`config.mk`:
```
export PLATFORM = sky130hd
export DESIGN_NAME = ir_heartbeat_detector
export DESIGN_NICKNAME = d
export VERILOG_FILES = /design/src/hw/rtl/hbd_pkg.sv /design/src/hw/rtl/hbd_fir.sv /design/src/hw/rtl/ir_heartbeat_detector.sv
export SDC_FILE = /design/constraint.sdc
export NUM_CORES = 2
export LEC_CHECK = 0
export CELL_PAD_IN_SITES_DETAIL_PLACEMENT = 0
export CELL_PAD_IN_SITES_GLOBAL_PLACEMENT = 1
export CORE_ASPECT_RATIO = 0.6
export CORE_MARGIN = 1.5
export CORE_UTILIZATION = 54
export DETAILED_ROUTE_END_ITERATION = 16
export DONT_BUFFER_PORTS = 1
export HOLD_SLACK_MARGIN = 0.05
export PLACE_DENSITY = 0.92
export SLEW_MARGIN = 20
export SYNTH_ARGS = -nofsm -noshare
export SYNTH_HDL_FRONTEND = slang
export SYNTH_SLANG_ARGS = --single-unit
```
`constraint.sdc`:
```
create_clock -name clk_i -period 9.2 [get_ports clk_i]
set_input_delay 0.46 -clock clk_i [delete_from_list [all_inputs] [get_ports clk_i]]
set_output_delay 0.46 -clock clk_i [all_outputs]
set_load 0.05 [all_outputs]
```
`src/hw/rtl/hbd_pkg.sv`:
```
// Types, constants and filter coefficients of the heartbeat detector.
`default_nettype none

package hbd_pkg;

  localparam int RING_DEPTH_DEF = 32;

  localparam int IN_W    = 18;
  localparam int DATA_W  = 16;
  localparam int ACC_W   = 34;
  localparam int DIFF_W  = 35;
  localparam int DC_SHIFT = 15;
  localparam int DC_GAIN  = 4;
  localparam int FIR_ACC_W = 32;
  localparam int COEF_W  = 13;
  localparam int NUM_TAPS = 12;
  localparam int TAP_W   = 4;
  localparam int BACK_W  = 5;
  localparam int FIR_SPAN = 22;
  localparam int FIR_CENTER = 11;

  localparam logic [COEF_W-1:0] FIR_COEF [NUM_TAPS] = '{
    13'd172, 13'd321, 13'd579, 13'd927, 13'd1360, 13'd1858,
    13'd2390, 13'd2916, 13'd3391, 13'd3768, 13'd4012, 13'd4096
  };

  localparam int CFG_IDX_W = 8;
  localparam logic [CFG_IDX_W-1:0] CFG_SWING_LOW  = 8'd0;
  localparam logic [CFG_IDX_W-1:0] CFG_SWING_HIGH = 8'd1;

  localparam logic [DATA_W-1:0] SWING_LOW_RST  = 16'd20;
  localparam logic [DATA_W-1:0] SWING_HIGH_RST = 16'd1000;

  typedef enum logic [2:0] {
    ST_IDLE,
    ST_DIFF,
    ST_ACC,
    ST_EST,
    ST_FIR,
    ST_DONE
  } hbd_state_e;

  typedef struct packed {
    logic              start;
    logic [DATA_W-1:0] din;
  } fir_ctrl_t;

  typedef struct packed {
    logic              done;
    logic [DATA_W-1:0] result;
  } fir_stat_t;

endpackage

`default_nettype wire

```
`src/hw/rtl/hbd_fir.sv`:
```
// Ring buffer and shared multiply-accumulate unit of the 23-tap low-pass filter.
`default_nettype none

module hbd_fir
  import hbd_pkg::*;
#(
  parameter int RING_DEPTH = RING_DEPTH_DEF
) (
  input  logic      clk_i,
  input  logic      rst_ni,
  input  fir_ctrl_t ctrl_i,
  output fir_stat_t stat_o
);

  localparam int PW = $clog2(RING_DEPTH);
  localparam logic [PW:0] DEPTH_V = (PW+1)'(RING_DEPTH);
  localparam logic [PW-1:0] PTR_LAST = PW'(RING_DEPTH - 1);
  localparam logic [TAP_W-1:0] TAP_LAST = TAP_W'(NUM_TAPS - 1);
  localparam logic [TAP_W-1:0] TAP_CENTER = TAP_W'(FIR_CENTER);
  localparam logic [BACK_W-1:0] SPAN_V = BACK_W'(FIR_SPAN);

  logic [DATA_W-1:0] mem [RING_DEPTH];
  logic [RING_DEPTH-1:0] valid_q;

  logic [PW-1:0]    ptr_q;
  logic [TAP_W-1:0] tap_q;
  logic             issue_q;
  logic             rd_v_q, rd_last_q, pr_v_q, pr_last_q;
  logic [DATA_W-1:0] rd_a_q, rd_b_q;
  logic [COEF_W-1:0] coef_q;
  logic             center_q;
  logic signed [30:0] prod_q;
  logic signed [FIR_ACC_W-1:0] acc_q;

  logic [PW-1:0] addr_a, addr_b;
  logic signed [DATA_W:0] pair;
  logic signed [30:0] prod_d;

  // Entry that lies a given number of samples behind the write pointer.
  function automatic logic [PW-1:0] back_idx(logic [PW-1:0] p, logic [BACK_W-1:0] back);
    logic [PW:0] pe;
    logic [PW:0] be;
    logic [PW:0] r;
    pe = {1'b0, p};
    be = (PW+1)'(back);
    if (pe >= be) begin
      r = pe - be;
    end else begin
      r = pe + DEPTH_V - be;
    end
    return r[PW-1:0];
  endfunction

  assign addr_a = back_idx(ptr_q, BACK_W'(tap_q));
  assign addr_b = back_idx(ptr_q, SPAN_V - BACK_W'(tap_q));

  // The center tap has no partner, so its second operand drops out.
  assign pair = $signed({rd_a_q[DATA_W-1], rd_a_q}) +
                (center_q ? 17'sd0 : $signed({rd_b_q[DATA_W-1], rd_b_q}));
  assign prod_d = pair * $signed({1'b0, coef_q});

  always_ff @(posedge clk_i) begin
    if (ctrl_i.start) begin
      mem[ptr_q] <= ctrl_i.din;
    end
    if (issue_q) begin
      rd_a_q   <= valid_q[addr_a] ? mem[addr_a] : '0;
      rd_b_q   <= valid_q[addr_b] ? mem[addr_b] : '0;
      coef_q   <= FIR_COEF[tap_q];
      center_q <= (tap_q == TAP_CENTER);
    end
    if (rd_v_q) begin
      prod_q <= prod_d;
    end
  end

  always_ff @(posedge clk_i or negedge rst_ni) begin
    if (!rst_ni) begin
      valid_q   <= '0;
      ptr_q     <= '0;
      tap_q     <= '0;
      issue_q   <= 1'b0;
      rd_v_q    <= 1'b0;
      rd_last_q <= 1'b0;
      pr_v_q    <= 1'b0;
      pr_last_q <= 1'b0;
      acc_q     <= '0;
    end else begin
      rd_v_q    <= issue_q;
      rd_last_q <= issue_q && (tap_q == TAP_LAST);
      pr_v_q    <= rd_v_q;
      pr_last_q <= rd_last_q;
      if (ctrl_i.start) begin
        valid_q[ptr_q] <= 1'b1;
        tap_q   <= '0;
        issue_q <= 1'b1;
        acc_q   <= '0;
      end else begin
        if (issue_q) begin
          tap_q <= tap_q + 1'b1;
          if (tap_q == TAP_LAST) begin
            issue_q <= 1'b0;
          end
        end
        if (pr_v_q) begin
          acc_q <= acc_q + {prod_q[30], prod_q};
        end
      end
      if (pr_last_q) begin
        ptr_q <= (ptr_q == PTR_LAST) ? '0 : ptr_q + 1'b1;
      end
    end
  end

  assign stat_o.done   = pr_last_q;
  assign stat_o.result = acc_q[DC_SHIFT +: DATA_W];

endmodule

`default_nettype wire

```
`src/hw/rtl/ir_heartbeat_detector.sv`:
```
// Top level of the infrared heartbeat detector.
// Usage:
//   One raw sample enters per transaction on s_axis; one result leaves per
//   sample on m_axis. Swing limits are written on the cfg channel (index 0 is
//   the low limit, index 1 the high limit), which is always ready and should
//   only be written while no sample is in flight.
// Sequence:
//   After a sample is accepted, the DC tracker runs its difference and
//   accumulate steps, the corrected sample is written to the ring, then twelve
//   coefficient pairs pass through the single multiplier (one pair per cycle),
//   its read and product registers, and the sum goes to the output register.
//   s_axis_tready is low for the whole run, so no new sample is taken mid-run.
// Stalls:
//   The result sits in an output register; if it is still waiting at the end
//   of the next run, the block holds that run until m_axis_tready is seen.
// Reset:
//   Asynchronous, active low. It clears the DC tracker, ring pointer, ring
//   valid bits, peak tracking and restores the default swing limits.
`default_nettype none

module ir_heartbeat_detector
  import hbd_pkg::*;
#(
  parameter int RING_DEPTH = RING_DEPTH_DEF
) (
  input  logic                 clk_i,
  input  logic                 rst_ni,
  input  logic                 s_axis_tvalid,
  output logic                 s_axis_tready,
  input  logic [23:0]          s_axis_tdata,   // [17:0] ir_sample, [23:18] zero
  output logic                 m_axis_tvalid,
  input  logic                 m_axis_tready,
  output logic [39:0]          m_axis_tdata,   // [0] beat_detected, [16:1] ac_value,
                                               // [32:17] dc_estimate, [39:33] zero
  input  logic                 cfg_valid_i,
  output logic                 cfg_ready_o,
  input  logic [CFG_IDX_W-1:0] cfg_index_i,
  input  logic [DATA_W-1:0]    cfg_data_i
);

  hbd_state_e state_q, state_d;

  logic [IN_W-1:0]          x_q;
  logic signed [DIFF_W-1:0] diff_q;
  logic signed [ACC_W-1:0]  acc_q;
  logic [DATA_W-1:0]        lim_lo_q, lim_hi_q;
  logic signed [DATA_W-1:0] prev_q, max_q, min_q;
  logic                     rising_q, falling_q;
  logic                     m_valid_q;
  logic [39:0]              m_data_q;

  logic                     in_fire, out_load;
  logic signed [DIFF_W-1:0] diff_d;
  logic signed [ACC_W-1:0]  acc_d;
  logic [DATA_W-1:0]        est;
  fir_ctrl_t                fir_ctrl;
  fir_stat_t                fir_stat;

  logic signed [DATA_W-1:0] cur;
  logic                     pos_cross, neg_cross, beat;
  logic signed [DATA_W+1:0] swing;
  logic                     rising_d, falling_d;
  logic signed [DATA_W-1:0] max_d, min_d;

  assign in_fire     = s_axis_tvalid && s_axis_tready;
  assign cfg_ready_o = 1'b1;

  // DC tracker: acc += ((x << 15) - acc) >>> 4, kept to 34 bits.
  assign diff_d = $signed({2'b00, x_q, {DC_SHIFT{1'b0}}}) - $signed({acc_q[ACC_W-1], acc_q});
  assign acc_d  = acc_q + ACC_W'(diff_q >>> DC_GAIN);
  assign est    = acc_q[DC_SHIFT +: DATA_W];

  assign fir_ctrl.start = (state_q == ST_EST);
  assign fir_ctrl.din   = x_q[DATA_W-1:0] - est;

  hbd_fir #(
    .RING_DEPTH(RING_DEPTH)
  ) u_fir (
    .clk_i  (clk_i),
    .rst_ni (rst_ni),
    .ctrl_i (fir_ctrl),
    .stat_o (fir_stat)
  );

  // Zero-crossing and peak tracking on the filtered sample.
  always_comb begin
    cur       = $signed(fir_stat.result);
    pos_cross = (prev_q < 0) && (cur >= 0);
    neg_cross = (prev_q > 0) && (cur <= 0);
    swing     = $signed({{2{max_q[DATA_W-1]}}, max_q}) -
                $signed({{2{min_q[DATA_W-1]}}, min_q});
    beat      = pos_cross &&
                (swing > $signed({2'b00, lim_lo_q})) &&
                (swing < $signed({2'b00, lim_hi_q}));
    rising_d  = rising_q;
    falling_d = falling_q;
    max_d     = max_q;
    min_d     = min_q;
    if (pos_cross) begin
      rising_d  = 1'b1;
      falling_d = 1'b0;
      max_d     = '0;
    end
    if (neg_cross) begin
      rising_d  = 1'b0;
      falling_d = 1'b1;
      min_d     = '0;
    end
    if (rising_d && (cur > prev_q)) begin
      max_d = cur;
    end
    if (falling_d && (cur < prev_q)) begin
      min_d = cur;
    end
  end

  always_comb begin
    state_d       = state_q;
    s_axis_tready = (state_q == ST_IDLE);
    out_load      = 1'b0;
    case (state_q)
      ST_IDLE: begin
        if (in_fire) begin
          state_d = ST_DIFF;
        end
      end
      ST_DIFF: state_d = ST_ACC;
      ST_ACC:  state_d = ST_EST;
      ST_EST:  state_d = ST_FIR;
      ST_FIR: begin
        if (fir_stat.done) begin
          state_d = ST_DONE;
        end
      end
      ST_DONE: begin
        if (!m_valid_q || m_axis_tready) begin
          out_load = 1'b1;
          state_d  = ST_IDLE;
        end
      end
      default: state_d = ST_IDLE;
    endcase
  end

  always_ff @(posedge clk_i) begin
    if (in_fire) begin
      x_q <= s_axis_tdata[IN_W-1:0];
    end
    if (state_q == ST_DIFF) begin
      diff_q <= diff_d;
    end
    if (out_load) begin
      m_data_q <= {7'd0, est, fir_stat.result, beat};
    end
  end

  always_ff @(posedge clk_i or negedge rst_ni) begin
    if (!rst_ni) begin
      state_q   <= ST_IDLE;
      acc_q     <= '0;
      lim_lo_q  <= SWING_LOW_RST;
      lim_hi_q  <= SWING_HIGH_RST;
      prev_q    <= '0;
      max_q     <= '0;
      min_q     <= '0;
      rising_q  <= 1'b0;
      falling_q <= 1'b0;
      m_valid_q <= 1'b0;
    end else begin
      state_q <= state_d;
      if (state_q == ST_ACC) begin
        acc_q <= acc_d;
      end
      if (cfg_valid_i) begin
        case (cfg_index_i)
          CFG_SWING_LOW:  lim_lo_q <= cfg_data_i;
          CFG_SWING_HIGH: lim_hi_q <= cfg_data_i;
          default: ;
        endcase
      end
      if (out_load) begin
        prev_q    <= cur;
        max_q     <= max_d;
        min_q     <= min_d;
        rising_q  <= rising_d;
        falling_q <= falling_d;
        m_valid_q <= 1'b1;
      end else if (m_axis_tready) begin
        m_valid_q <= 1'b0;
      end
    end
  end

  assign m_axis_tvalid = m_valid_q;
  assign m_axis_tdata  = m_data_q;

endmodule

`default_nettype wire

```
# After elaboration in Yosys (flattened, before gate mapping)
# Memories as Yosys holds them, arrays and structs flattened. A register that Yosys moved wholly into a read port is not among the register bits.
# Index checks and enable logic that the tools add are counted.
# W data, S select, Z words.
# classes
addsub	14
n_mul	1
magnitude_cmp	14
eq_ne	11
muxes	35
bitwise_logic	2
reduce_logical	25
# op_table
op	count
$mux W16	4
$mux W32	2
$sub A34 B34 Y35	1
$add A34 B31 Y34	1
$add A32 B32 Y32	1
$or A32 B32 Y32	1
$mul A17 B14 Y31	1
$lt A5 B6 Y1 const B	3
$pmux W3 S6	1
$add A16 B17 Y17	1
$gt A17 B17 Y1	1
$lt A17 B17 Y1	1
$mux W17	1
$sub A16 B16 Y17	1
$ge A16 B1 Y1 const B	1
$gt A16 B1 Y1 const B	1
$gt A16 B16 Y1	1
$le A16 B1 Y1 const B	1
$lt A16 B1 Y1 const B	1
$lt A16 B16 Y1	1
$mux W1	16
$sub A16 B16 Y16	1
$mux W5	3
$add A5 B1 Y5 const B	2
28 further kinds	54
# totals
regBits	316
ram_bits	512
rom_bits	208
inputBits	53
output_inout_bits	43
wordCells	128
mem_count	2
# memory_table
memory	words	width	rd	rd_clocked_by_memory_dff	wr	line	text
u_fir.mem	32	16	2	2	1	hbd_fir.sv:22	logic [DATA_W-1:0] mem [RING_DEPTH];
(no name shown)	16	13	1	1	0	hbd_fir.sv:69	coef_q <= FIR_COEF[tap_q];

# Logic depth before layout (Yosys ltp)
# logic_depth
word_depth	7
depth_mapped	36
mapped_depth_nobuf	35

# Hierarchy
# Synthesis repeated with hierarchy kept, for this count alone.
# unflattened
cells_unflattened	3991
area_unflattened_um2	52867.0
# modules_own_cells
mod	instances	cells_per_inst	area_each_um2	seq_area_each_um2
hbd_fir	1	2790	40781.6	19613.8
ir_heartbeat_detector	1	1201	12085.3	5475.3

# Worst setup path before layout
# OpenSTA, ideal clock, no wires.
# synth_path
path_kind	reg2reg
start	reg u_fir.center_q
end	reg u_fir.prod_q[30], data pin
setup_ps	278
arrival_ps	7833
required_ps	8922
path_slack_ps	1090
stages_incl_launch_ff	33
n_path_buf	1
period_less_slack_ps	8110
cell_sequence	edfxtp_1 > nor2b_1 > ha_1 > inv_1 > fa_1 > nor2b_1 > o21ai_0 > a21boi_1 > o211ai_1 > a21oi_1 > o31ai_1 > o221ai_1 > o22ai_1 > clkbuf_1 > and2_1 > fa_1 > inv_1 > fa_1 > inv_1 > fa_1 > fa_1 > fa_1 > inv_1 > fa_1 > inv_1 > ha_1 > a21o_1 > a21oi_1 > o2111ai_1 > a41oi_1 > o21ai_0 > xnor2_1 > xnor2_1
# synth_between
elab_chain_len	3
# synth_rtl
element	line	text
from (decl)	hbd_fir.sv:31	logic center_q;
from (signal assigned)	hbd_fir.sv:70	center_q <= (tap_q == TAP_CENTER);
$mux W17	hbd_fir.sv:59	(center_q ? 17'sd0 : $signed({rd_b_q[DATA_W-1], rd_b_q}));
$add A16 B17 Y17	hbd_fir.sv:58	assign pair = $signed({rd_a_q[DATA_W-1], rd_a_q}) +
$mul A17 B14 Y31	hbd_fir.sv:60	assign prod_d = pair * $signed({1'b0, coef_q});
named net u_fir.prod_d[30]	hbd_fir.sv:37	logic signed [30:0] prod_d;
to (signal assigned)	hbd_fir.sv:73	prod_q <= prod_d;
to (decl)	hbd_fir.sv:32	logic signed [30:0] prod_q;
# The timed path passes the listed nets, and every way through them passes these cells.
# A chain may end at the register's enable or synchronous reset.

# Final worst setup path
# Ends and elaborated chain as after synthesis.

==> results_dict.tcl <==
set metrics [dict create \
    die_area_um2 99100 \
    ant_nets 0 \
    slowest_delay_ns 0.58 \
    cp.required_ns 9.62 \
    synth_area_leader_cell "edfxtp_1" \
    place.gp.congestion 0.872 \
    io_buffer_count 0 \
    fin_area_um2 57600 \
    slew_viol_final 0 \
    drt-initial-drc-count 4192 \
    crit_type "reg -> reg" \
    min_period_ns 8.66 \
    grt_pass1_wl_mm 204 \
    cts_root_buf "clkbuf_16" \
    die_h_um 244 \
    synth.avg_cell_area_um2 12.9 \
    gr-total-overflow 0 \
    core_area_um2 96200 \
    grt_pass1_vias 34000 \
    synth_common_cells "edfxtp_1, inv_1, nand2_1, mux4_2, ha_1" \
    arrival_ns 9.08 \
    cp_slowest_cell "fa_1" \
    hold_viol_final 0 \
    num_rows 88 \
    ys_warn_count 0 \
    finalWirelength_mm 132 \
    startpoint_type "flip-flop" \
    yosys-top-cells-area "edfxtp_1, mux4_2, dfrtp_1" \
    fin_crit_sh_pct 94.1 \
    grt_use_total_pct 27.1 \
    hold_class "in -> reg" \
    grt_max_degree 198 \
    final_layout_size_suffix_gt1_share_pct 16.1 \
    area_growth_pct 9.84 \
    outcome "finished clean" \
    drv_cap 0 \
    setup_viol 0 \
    drt_drc_violations_left 0 \
    tns_ns 0 \
    synthFlopType "edfxtp_1" \
    netlist.area_leader.share_pct 38.4 \
    avgRoutedWirePerCell_um 24.1 \
    syn_area_um2 52500 \
    hold_slack_ns 0.169 \
    cts_buffers 81 \
    maxSlewHeadroom_pct 30.6 \
    routed-via-count 34300 \
    placed_cell_area_um2 54400 \
    synth_seq_cells 868 \
    post-dp-hpwl_mm 88.8 \
    synth_cells 4083 \
    insertion_delay_ns 0.71 \
    cp_max_fo 8 \
    die_x_um 405 \
    crit_top_cell "fa_1" \
    fin_skew_ns 0.0470 \
    ios 96 \
    synth_most_common_cell "edfxtp_1" \
    start_util_pct 54.5 \
    timing.fmax_ghz 0.115 \
    endpoint_kind "flip-flop" \
    async_reset_ff_share_pct 22.7 \
    tightest_slew_ns 1.04 \
    cts_sinks 868 \
    fin_nets 4645 \
    yosysSeqAreaShare_pct 47.8 \
    viasPerCell 6.25 \
    first_pass_iters 5 \
    yosysUniqueCellTypes 79 \
    cts_max_path_buffers 3 \
    antenna_found_initial 1 \
    synth_edf_count 671 \
    path_clk_slew_ns 0.06 \
    cts_max_level 3 \
    cts_tree "done" \
]
stage by stage:
step                      instances  util (%)  worst slack (ns)
final                          5491      59.9             0.539
after global routing           5491      59.9          -0.00872
after CTS                      5483      59.8             0.261
after detailed placement       5297      56.5             0.311
after global placement         5297      56.5             0.439
after floorplan                4089         -              1.09
critical path, delay by kind of cell (launching register included):
family	cells	cell delay, ns
compound gates	15	2.86
buf+inv	5	0.58
xor+xnor	3	0.43
fa+ha+maj	8	3.68
simple gates	2	0.39
flops	1	0.45
cell type report:
cell class / instances / area, µm²
Multi-Input combinational cell: 2604 / 25400
Clock inverter: 38 / 484
Timing Repair Buffer: 131 / 1140
Antenna cell: 2 / 5.00
Sequential cell: 868 / 25100
Inverter: 433 / 1630
Tap cell: 1305 / 1630
Fill cell: 7294 / 38600
Clock buffer: 110 / 2230
metal layers:
layer,up-vias,GRT usage [%],share of wire [%],wire [µm]
met5,-,0,0,0
met4,0,7.34,2.4,3170
met3,250,7.42,13,16700
met2,2000,38.3,42,55700
met1,17300,41.4,43,56700
li1,14800,-,-,-
layout by cell type (no fill, tap or decap), drive strengths merged, types with 31 or more instances in the layout:
master / instances
buf: 94
ha: 253
nand4: 33
xor2: 49
nand2: 417
nor2: 182
mux2i: 55
dfrtp: 189
edfxtp: 671
dlygate4sd3: 37
mux4: 308
clkbuf: 110
and2: 102
fa: 220
or2: 38
o21ai: 144
a21oi: 143
inv: 435
nand3: 119
nor3: 31
a21o: 71
xnor2: 103
nor2b: 46
path summary, 6_finish.rpt:
path	endpoint	from	slack, ns	cells past startpoint
max reg2reg	u_fir.prod_q[30]	u_fir.center_q	0.54	33
min	lim_lo_q[4]	cfg_index_i[0]	0.17	4
max	u_fir.prod_q[30]	u_fir.center_q	0.54	33
min in group asynchronous	acc_q[1]	rst_ni	0.31	2
min reg2reg	u_fir.pr_last_q	u_fir.rd_last_q	0.35	0
max in group asynchronous	u_fir.issue_q	rst_ni	7.78	3
cells by family (layout without fill, tap and decap cells):
group / after synthesis / after routing / share of synthesized area (%)
buffers and inverters: 617 / 712 / 4.52
DFF: 868 / 868 / 47.8
AOI/OAI and AO/OA: 522 / 522 / 6.33
adders and majority gates: 473 / 473 / 14.4
other: 2 / 10 / 0.0143
and+or+nand+nor: 1067 / 1067 / 9.69
xor gates and xnor gates: 152 / 152 / 2.54
muxes: 382 / 382 / 14.7
flip-flops by register name, summed over array words and instances, names as in the netlist, 16 cells and up:
name and cells:
min_q 16, lim_lo_q 16, u_fir.valid_q 32, acc_q 34
prev_q 16, u_fir.rd_b_q 16, diff_q 31, x_q 18
u_fir.mem 512, lim_hi_q 16, max_q 16, u_fir.prod_q 31
u_fir.acc_q 31, m_axis_tdata 33, u_fir.rd_a_q 16
repair_timing:
action,CTS,global route
setup buffers,0,5
endpoints found under the hold margin,249,0
resized for setup,0,8
setup endpoints to repair,0,6
hold buffers,38,0
Power is not shown: default switching activity piles up to over one toggle a cycle in this logic, so the estimate is an artifact.
